### config.mk
export PLATFORM = sky130hd
export DESIGN_NAME = sorted_priority_queue
export DESIGN_NICKNAME = d
export VERILOG_FILES = /design/src/hdl/spq_pkg.sv /design/src/hdl/spq_cell.sv /design/src/hdl/sorted_priority_queue.sv
export SDC_FILE = /design/constraint.sdc
export NUM_CORES = 2
export LEC_CHECK = 0
export BUFFER_PORTS_ARGS = -buffer_cell sky130_fd_sc_hd__buf_2
export CAP_MARGIN = 20
export CORE_UTILIZATION = 60
export CTS_CLUSTER_DIAMETER = 50
export DETAILED_ROUTE_END_ITERATION = 8
export PLACE_DENSITY = 0.75
export SYNTH_ARGS = -nofsm -noshare
export SYNTH_HDL_FRONTEND = slang
export SYNTH_SLANG_ARGS = --single-unit
### constraint.sdc
create_clock -name clk -period 13.4 [get_ports clk]
set_input_delay 1.34 -clock clk [delete_from_list [all_inputs] [get_ports clk]]
set_output_delay 1.34 -clock clk [all_outputs]
set_load 0.01 [all_outputs]
### src/hdl/spq_pkg.sv
// spq_pkg: shared types and constants of the sorted priority queue
// word layouts, opcode and status codes, cell control struct
// no dependencies
package spq_pkg;

  localparam int KEY_W       = 48;
  localparam int FIELD_W     = 16;
  localparam int CAP_W       = 5;
  localparam int ENTRY_CNT_W = 5;
  localparam int DEF_CAP     = 10;

  typedef logic [KEY_W-1:0] key_t;

  typedef enum logic [1:0] {
    OP_INSERT = 2'd0,
    OP_REMOVE = 2'd1,
    OP_PEEK   = 2'd2,
    OP_SPARE  = 2'd3
  } opcode_t;

  typedef enum logic [1:0] {
    ST_OK    = 2'd0,
    ST_FULL  = 2'd1,
    ST_EMPTY = 2'd2
  } status_t;

  typedef enum logic {
    CFG_ORDER_MODE = 1'b0,
    CFG_CAPACITY   = 1'b1
  } cfg_index_t;

  typedef struct packed {
    logic [1:0]         opcode;
    logic [FIELD_W-1:0] item_time;
    logic [FIELD_W-1:0] item_arrival;
    logic [FIELD_W-1:0] item_pid;
  } in_word_t;

  typedef struct packed {
    logic [1:0]             status;
    logic [FIELD_W-1:0]     head_time;
    logic [FIELD_W-1:0]     head_arrival;
    logic [FIELD_W-1:0]     head_pid;
    logic [ENTRY_CNT_W-1:0] entry_count;
  } out_word_t;

  // control broadcast to every cell
  typedef struct packed {
    logic ins;        // insert that goes ahead
    logic rem;        // remove of a held head
    logic low_first;  // smallest key at head
  } cell_ctrl_t;

endpackage

### src/hdl/spq_cell.sv
// spq_cell: one slot of the sorted queue, holds one key
// compares the incoming key, shifts right on insert and left on remove
// depends on spq_pkg
module spq_cell
  import spq_pkg::*;
(
  input  logic       clk,
  input  cell_ctrl_t ctrl,
  input  key_t       new_key,
  input  key_t       left_key,
  input  key_t       right_key,
  input  logic       slot_valid,
  input  logic       slot_tail,
  input  logic       found_in,
  output logic       found_out,
  output key_t       key_q
);

  key_t key_r;
  key_t key_nxt;
  logic ahead;
  logic take_here;

  // new key must stand ahead of this entry
  always_comb begin
    ahead     = ctrl.low_first ? (new_key < key_r) : (new_key > key_r);
    take_here = (slot_valid && ahead) || slot_tail;
    found_out = found_in || take_here;
  end

  // next slot content
  always_comb begin
    key_nxt = key_r;
    if (ctrl.ins) begin
      if (found_in) begin
        key_nxt = left_key;
      end else if (take_here) begin
        key_nxt = new_key;
      end
    end else if (ctrl.rem) begin
      key_nxt = right_key;
    end
  end

  always_ff @(posedge clk) begin
    key_r <= key_nxt;
  end

  assign key_q = key_r;

endmodule

### src/hdl/sorted_priority_queue.sv
// sorted_priority_queue: bounded priority queue kept sorted in a row of cells
// top level with count, capacity logic, config registers and output skid stage
// depends on spq_pkg and spq_cell
//
//   port group  | dir | flow control      | content
//   in_*        | in  | in_valid/in_stall | in_data: opcode and key fields
//   out_*       | out | out_valid/out_stall | out_data: status, head, count
//   cfg_*       | in  | cfg_we            | cfg_index, cfg_data
//
// one word per cycle while in_stall is low: every cell compares and shifts in
// the same cycle, the first-match flag ripples along the row of MAX_ENTRIES cells
// result is registered in out_data, or in the skid register if out_data stalls
// rst_n (synchronous) empties the queue, sets largest-first and capacity 10
// a second result is held in a skid register; in_stall rises only while it is full
module sorted_priority_queue
  import spq_pkg::*;
#(
  parameter int MAX_ENTRIES = 16
)(
  input  logic       clk,
  input  logic       rst_n,
  input  logic       in_valid,
  output logic       in_stall,
  input  in_word_t   in_data,
  output logic       out_valid,
  input  logic       out_stall,
  output out_word_t  out_data,
  input  logic       cfg_we,
  input  logic       cfg_index,
  input  logic [CAP_W-1:0] cfg_data
);

  localparam int CW = $clog2(MAX_ENTRIES + 1);
  localparam int XW = (CW > CAP_W) ? CW : CAP_W;

  logic             mode_r;
  logic [CAP_W-1:0] cap_r;
  logic [CW-1:0]    cnt_r;
  logic [CW-1:0]    cnt_nxt;

  logic       out_valid_r, out_valid_nxt;
  logic       skid_valid_r, skid_valid_nxt;
  out_word_t  out_data_r, out_data_nxt;
  out_word_t  skid_data_r, skid_data_nxt;

  logic       acc;
  logic       take;
  logic       full;
  logic       empty;
  logic       is_ins;
  logic       is_rem;
  logic [XW-1:0] eff_cap;
  key_t       new_key;
  out_word_t  res;
  cell_ctrl_t ctrl;

  key_t key_q [MAX_ENTRIES];
  logic found [MAX_ENTRIES+1];

  // config registers
  always_ff @(posedge clk) begin
    if (!rst_n) begin
      mode_r <= 1'b0;
      cap_r  <= CAP_W'(DEF_CAP);
    end else if (cfg_we) begin
      unique case (cfg_index)
        CFG_ORDER_MODE: mode_r <= cfg_data[0];
        CFG_CAPACITY:   cap_r  <= cfg_data;
        default:        ;
      endcase
    end
  end

  // capacity in force, zero means default, saturate at the store size
  always_comb begin
    eff_cap = (cap_r == '0) ? XW'(DEF_CAP) : XW'(cap_r);
    if (eff_cap > XW'(MAX_ENTRIES)) begin
      eff_cap = XW'(MAX_ENTRIES);
    end
  end

  // handshake
  assign acc      = in_valid && !skid_valid_r;
  assign take     = out_valid_r && !out_stall;
  assign in_stall = skid_valid_r;

  // opcode decode
  always_comb begin
    is_ins = 1'b0;
    is_rem = 1'b0;
    unique case (in_data.opcode)
      OP_INSERT: is_ins = 1'b1;
      OP_REMOVE: is_rem = 1'b1;
      default:   ;
    endcase
  end

  assign full    = XW'(cnt_r) >= eff_cap;
  assign empty   = (cnt_r == '0);
  assign new_key = {in_data.item_time, in_data.item_arrival, in_data.item_pid};

  always_comb begin
    ctrl.ins       = acc && is_ins && !full;
    ctrl.rem       = acc && is_rem && !empty;
    ctrl.low_first = mode_r;
  end

  // entry count
  always_comb begin
    cnt_nxt = cnt_r;
    if (ctrl.ins) begin
      cnt_nxt = cnt_r + CW'(1);
    end else if (ctrl.rem) begin
      cnt_nxt = cnt_r - CW'(1);
    end
  end

  always_ff @(posedge clk) begin
    if (!rst_n) begin
      cnt_r <= '0;
    end else begin
      cnt_r <= cnt_nxt;
    end
  end

  // row of cells, slot 0 is the head
  assign found[0] = 1'b0;

  for (genvar i = 0; i < MAX_ENTRIES; i++) begin : g_cell
    key_t left_key;
    key_t right_key;
    if (i == 0) begin : g_first
      assign left_key = new_key;
    end else begin : g_mid
      assign left_key = key_q[i-1];
    end
    if (i == MAX_ENTRIES - 1) begin : g_last
      assign right_key = key_q[i];
    end else begin : g_inner
      assign right_key = key_q[i+1];
    end
    spq_cell u_cell (
      .clk        (clk),
      .ctrl       (ctrl),
      .new_key    (new_key),
      .left_key   (left_key),
      .right_key  (right_key),
      .slot_valid (CW'(i) < cnt_r),
      .slot_tail  (CW'(i) == cnt_r),
      .found_in   (found[i]),
      .found_out  (found[i+1]),
      .key_q      (key_q[i])
    );
  end

  // result word of the accepted input
  always_comb begin
    res              = '0;
    res.entry_count  = ENTRY_CNT_W'(cnt_nxt);
    if (is_ins) begin
      res.status = full ? ST_FULL : ST_OK;
    end else if (empty) begin
      res.status = ST_EMPTY;
    end else begin
      res.status       = ST_OK;
      res.head_time    = key_q[0][KEY_W-1 -: FIELD_W];
      res.head_arrival = key_q[0][KEY_W-FIELD_W-1 -: FIELD_W];
      res.head_pid     = key_q[0][FIELD_W-1:0];
    end
  end

  // output register and skid stage
  always_comb begin
    out_valid_nxt  = out_valid_r;
    skid_valid_nxt = skid_valid_r;
    out_data_nxt   = out_data_r;
    skid_data_nxt  = skid_data_r;
    if (!out_valid_r || take) begin
      if (skid_valid_r) begin
        out_valid_nxt  = 1'b1;
        out_data_nxt   = skid_data_r;
        skid_valid_nxt = 1'b0;
      end else if (acc) begin
        out_valid_nxt = 1'b1;
        out_data_nxt  = res;
      end else begin
        out_valid_nxt = 1'b0;
      end
    end else if (acc) begin
      skid_valid_nxt = 1'b1;
      skid_data_nxt  = res;
    end
  end

  always_ff @(posedge clk) begin
    if (!rst_n) begin
      out_valid_r  <= 1'b0;
      skid_valid_r <= 1'b0;
    end else begin
      out_valid_r  <= out_valid_nxt;
      skid_valid_r <= skid_valid_nxt;
    end
  end

  always_ff @(posedge clk) begin
    out_data_r  <= out_data_nxt;
    skid_data_r <= skid_data_nxt;
  end

  assign out_valid = out_valid_r;
  assign out_data  = out_data_r;

  // checks
  a_cnt_bound: assert property (@(posedge clk) disable iff (!rst_n)
    XW'(cnt_r) <= XW'(MAX_ENTRIES))
    else $error("entry count above store size");

  a_skid_behind_out: assert property (@(posedge clk) disable iff (!rst_n)
    skid_valid_r |-> out_valid_r)
    else $error("skid word held while output register empty");

  a_ins_grows: assert property (@(posedge clk) disable iff (!rst_n)
    ctrl.ins |=> cnt_r == $past(cnt_r) + CW'(1))
    else $error("insert did not grow the count");

  a_rem_shrinks: assert property (@(posedge clk) disable iff (!rst_n)
    ctrl.rem |=> cnt_r == $past(cnt_r) - CW'(1))
    else $error("remove did not shrink the count");

  a_no_dual_op: assert property (@(posedge clk) disable iff (!rst_n)
    !(ctrl.ins && ctrl.rem))
    else $error("insert and remove in the same cycle");

endmodule

==> summary by stage <==
Global route
The wire length of the first global-routing pass is 315000 um. The total routing resource utilization after global routing is 0.403. The overall overflow remaining after global route is 0. The number of antenna violations at the first check in global routing is 6.

The number of global-route vias before repair is 50500. The maximum number of pins on one net before global-route repair is 270.

STA
The maximum clock frequency is 140 MHz. Setup violations remaining at the end of the flow were counted as 0. Adding up every negative setup slack in the final design gives 0 ns. The total count of hold-check failures in the final report is 0. Measured against its own limit, the worst slew margin works out to 0.153.

In the finished design, the share of the clock period the worst path needs comes to 0.532. For the final database, setup skew stands at 0.0249 ns. The final-layout worst hold slack is 0.489 ns. Setup repair after global routing left no endpoint under its margin. At the pin with the least slew margin, the transition time is 1.26 ns.

The final-report max-slew violation count came to 0. The final critical path time including I/O delays and setup is 7.13 ns.

Worst setup path
In this run the worst path has a maximum fanout of 50. The critical path is of the input pin to register type. The arrival time at the worst endpoint is 7.49 ns. The gate family responsible for the most delay along the worst path is compound AO/OA/AOI/OAI gates.

The worst setup path is captured at a register. The critical path goes through buf_2 -> ha_1 -> a21o_1 -> a21oi_1 -> o221ai_1 -> a2111oi_1 -> nand3_1 -> mux2_2 -> o21ai_0 -> nor4_2 -> nand3_4 -> a221oi_4 -> buf_4 -> o21ai_4 -> buf_4. The worst register-to-register path has a setup slack of 7.04 ns. The endpoint of the worst register-to-register path is g_cell[14].u_cell.key_q[3]. The nature of the critical path startpoint is an input pin. The delay contributed by the slowest stage of the critical path is 1.20 ns.

The critical path's slowest cell is sky130_fd_sc_hd__a2111oi_1. The path depth of the worst reg2reg path is 15. The most numerous cell on the critical path is sky130_fd_sc_hd__buf_4. The worst register-to-register path begins at g_cell[4].u_cell.key_q[33]. The total buffers and inverters traversed by the critical path is 3. The data required time at the worst endpoint is 13.75 ns.

Die
The core region is 102000 sq um. The floorplan step set the die height to 323 um. In this run the horizontal extent of the chip is 323 um. For this configuration, the core starts out at a cell density of 0.606. The floorplan has 117 rows. The die covers 104000 sq um. The number of primary I/O pins is 118.

Clocking
The maximum level of the CTS H-tree is 3. The clock insertion delay at the later pin of the skew report is 0.73 ns. The clock transition at the register clock pins on the worst setup and hold paths after CTS is 0.06 ns. The total of hold buffers inserted after clock tree synthesis is 0.

The post-CTS setup buffer count is 0. The number of buffers added by the clock tree synthesis step is 117. The tree is rooted in a sky130_fd_sc_hd__clkbuf_16.

In this run, post-CTS repair resized a total of 0 instances. The maximum buffer depth of the clock tree is 3. TritonCTS built the clock tree. The CTS sink count is 891.

Final layout
From synthesis to final layout, the design area changed by 9.67%. The fraction of layout instances using a drive strength above 1 is 0.0812. At the end of the flow, the number of nets in the layout was 7046. The finished layout holds 7679 standard cells, fillers aside. The cell area after layout is 67800 sq um.

Min path
The worst hold path endpoint is cap_r[4]. The instance count along the most critical hold path is 2. The startpoint of the worst hold path is cap_r[4]. The min-delay analysis places its worst path in the category register to register.

Placed design
After legalization and detailed placement, the total HPWL measured 148000 um. At the end of routability-driven placement, the weighted congestion stood at 1.02. The count of buffers added on input and output ports is 117. The total placed cells including tap cells is 7452. Once placement finished, the instance area stood at 63600 sq um.

Route
The number of detailed-route iterations in the first pass is 6. The detailed router's first-iteration violation count is 6831. Summed over all layers, the routed wires come to 213000 um. The count of antenna-violating nets left after detailed routing is 0. After detailed routing, the number of remaining DRC violations is 0.

The routed via count is 52700. After detailed routing, the average wire length per cell comes to 27.8 um. In the routed layout, each cell is associated on average with a via count of 6.86.

Yosys
The number of flip-flops and latches in the synthesized netlist is 891. The library cell with the highest instance count after synthesis is sky130_fd_sc_hd__edfxtp_1. The share of Yosys cell area claimed by the top area cell type is 0.427. The number of enable-type register cells in the synthesized netlist is 878. After synthesis, the share of flip-flops with an asynchronous set or reset is 0. The number of warnings reported in the yosys synthesis log is 0. The biggest area consumer among synthesized cells is sky130_fd_sc_hd__edfxtp_1. The commonest cells after synthesis are 878 x sky130_fd_sc_hd__edfxtp_1, 801 x sky130_fd_sc_hd__inv_1, 778 x sky130_fd_sc_hd__ha_1. The dominant synthesized flop cell is sky130_fd_sc_hd__edfxtp_1. Counting every net in the synthesized netlist gives 7103. Synthesis handed over a netlist of 6264 instances. The mapped netlist covers 61800 sq um. After synthesis, the cell types taking the most area are sky130_fd_sc_hd__edfxtp_1 43%, sky130_fd_sc_hd__ha_1 16%, sky130_fd_sc_hd__inv_1 4.9%.

The average cell area after synthesis is 9.86 sq um. The share of the Yosys chip area taken by registers is 0.431. Counting distinct cell types in the post-synthesis netlist gives 71.

Run
Across the run, the number of max-cap violations was 0.

Pwr
Across the VDD grid, the largest voltage drop is 118 uV. Dividing total power by cell area gives a power density of 129 nW/um^2. The leakage power is 29.0 nW. The completed layout was analyzed and its total power is 8.76 mW.

Status
The flow ran to the end, and the final reports show no timing, DRC or antenna violations.
## worst reg2reg max path, cell delays in order, from the launching register on
cell,delay (ns)
sky130_fd_sc_hd__edfxtp_1,0.40
sky130_fd_sc_hd__inv_1,0.08
sky130_fd_sc_hd__ha_1,0.31
sky130_fd_sc_hd__nand4_1,0.29
sky130_fd_sc_hd__nor4_1,0.91
sky130_fd_sc_hd__nand4_1,0.46
sky130_fd_sc_hd__a21o_1,0.28
sky130_fd_sc_hd__a31o_2,0.25
sky130_fd_sc_hd__nand3_1,0.11
sky130_fd_sc_hd__mux2_2,0.43
sky130_fd_sc_hd__nor4_2,0.71
sky130_fd_sc_hd__nand3_4,0.16
sky130_fd_sc_hd__a221oi_4,0.22
sky130_fd_sc_hd__buf_4,0.80
sky130_fd_sc_hd__o21ai_4,0.12
sky130_fd_sc_hd__buf_4,0.43
## metal layers
| layer | share of wire | wire, um | track usage |
|---|---|---|---|
| met1 | 0.37 | 79900 | 0.525 |
| met2 | 0.43 | 91700 | 0.604 |
| met3 | 0.12 | 25300 | 0.0915 |
| met4 | 0.076 | 16100 | 0.264 |
| met5 | 0.00013 | 27 | 0 |
## layout make-up
type | instances | area, sq um
timing repair buffer | 202 | 1320
clock buffer | 133 | 3010
sequential | 891 | 26600
clock inverter | 88 | 1050
antenna | 2 | 5.00
tap | 1368 | 1710
inverter | 801 | 3010
multi-input combinational | 4194 | 31000
fill | 8018 | 34100
## worst max-delay path by stage
stage / start / end / slack, ns / cells after the start
finish: in_data[29] / g_cell[14].u_cell.key_q[3] / 6.27 / 15
global route: in_data[33] / g_cell[8].u_cell.key_q[34] / 6.32 / 15
CTS: in_data[29] / g_cell[8].u_cell.key_q[39] / 6.47 / 15
detailed placement: in_data[29] / g_cell[8].u_cell.key_q[42] / 5.75 / 15
global placement: in_data[29] / g_cell[8].u_cell.key_q[39] / 5.58 / 15
floorplan: in_data[30] / g_cell[6].u_cell.key_q[0] / 5.30 / 14
## sequential cells by signal (all words and copies together), names as in the netlist
register / cells
g_cell.u_cell.key_q: 768
out_data: 55
skid_data_r: 55
cap_r: 5
cnt_r: 5
in_stall: 1
mode_r: 1
out_valid: 1
## placed cells by master (no fill, tap or decap), drive strengths merged, types with 23 or more instances in the layout
cell type / count
nand2: 564
mux2i: 253
a21o: 102
o21ai: 503
o311ai: 48
buf: 200
a22oi: 42
clkinv: 41
nor2: 107
o221ai: 299
a21oi: 378
a211oi: 38
mux2: 109
o211ai: 31
nand3: 423
nand4: 141
clkbuf: 135
a221oi: 23
inv: 819
nor3: 94
ha: 778
edfxtp: 878
## metrics by stage
stage,worst slack (ns),util
final,6.27,0.665
after global routing,6.32,0.665
after CTS,6.47,0.664
after detailed placement,5.75,0.624
after global placement,5.58,0.624
after floorplan,5.30,-
## logic make-up (layout without fill, tap and decap cells)
kind of cell / Yosys count / count (layout) / share of synthesized area
AND/OR/NAND/NOR: 1478 / 1478 / 0.114
multiplexers: 362 / 362 / 0.0609
other: 0 / 2 / 0
buffers and inverters: 1179 / 1224 / 0.0723
flip-flops: 891 / 891 / 0.431
XOR/XNOR: 4 / 4 / 0.000567
adder cells (fa/ha/maj): 778 / 778 / 0.158
AO/OA/AOI/OAI: 1572 / 1572 / 0.164
## power by group
part	leakage [nW]	internal (mW)	total, mW	switching (mW)
clock network	1.94	1.96	3.31	1.35
logic	18.8	0.626	2.00	1.37
registers	8.23	3.34	3.46	0.111
total	29.0	5.93	8.76	2.83
Power figures use the tool's default switching activity.
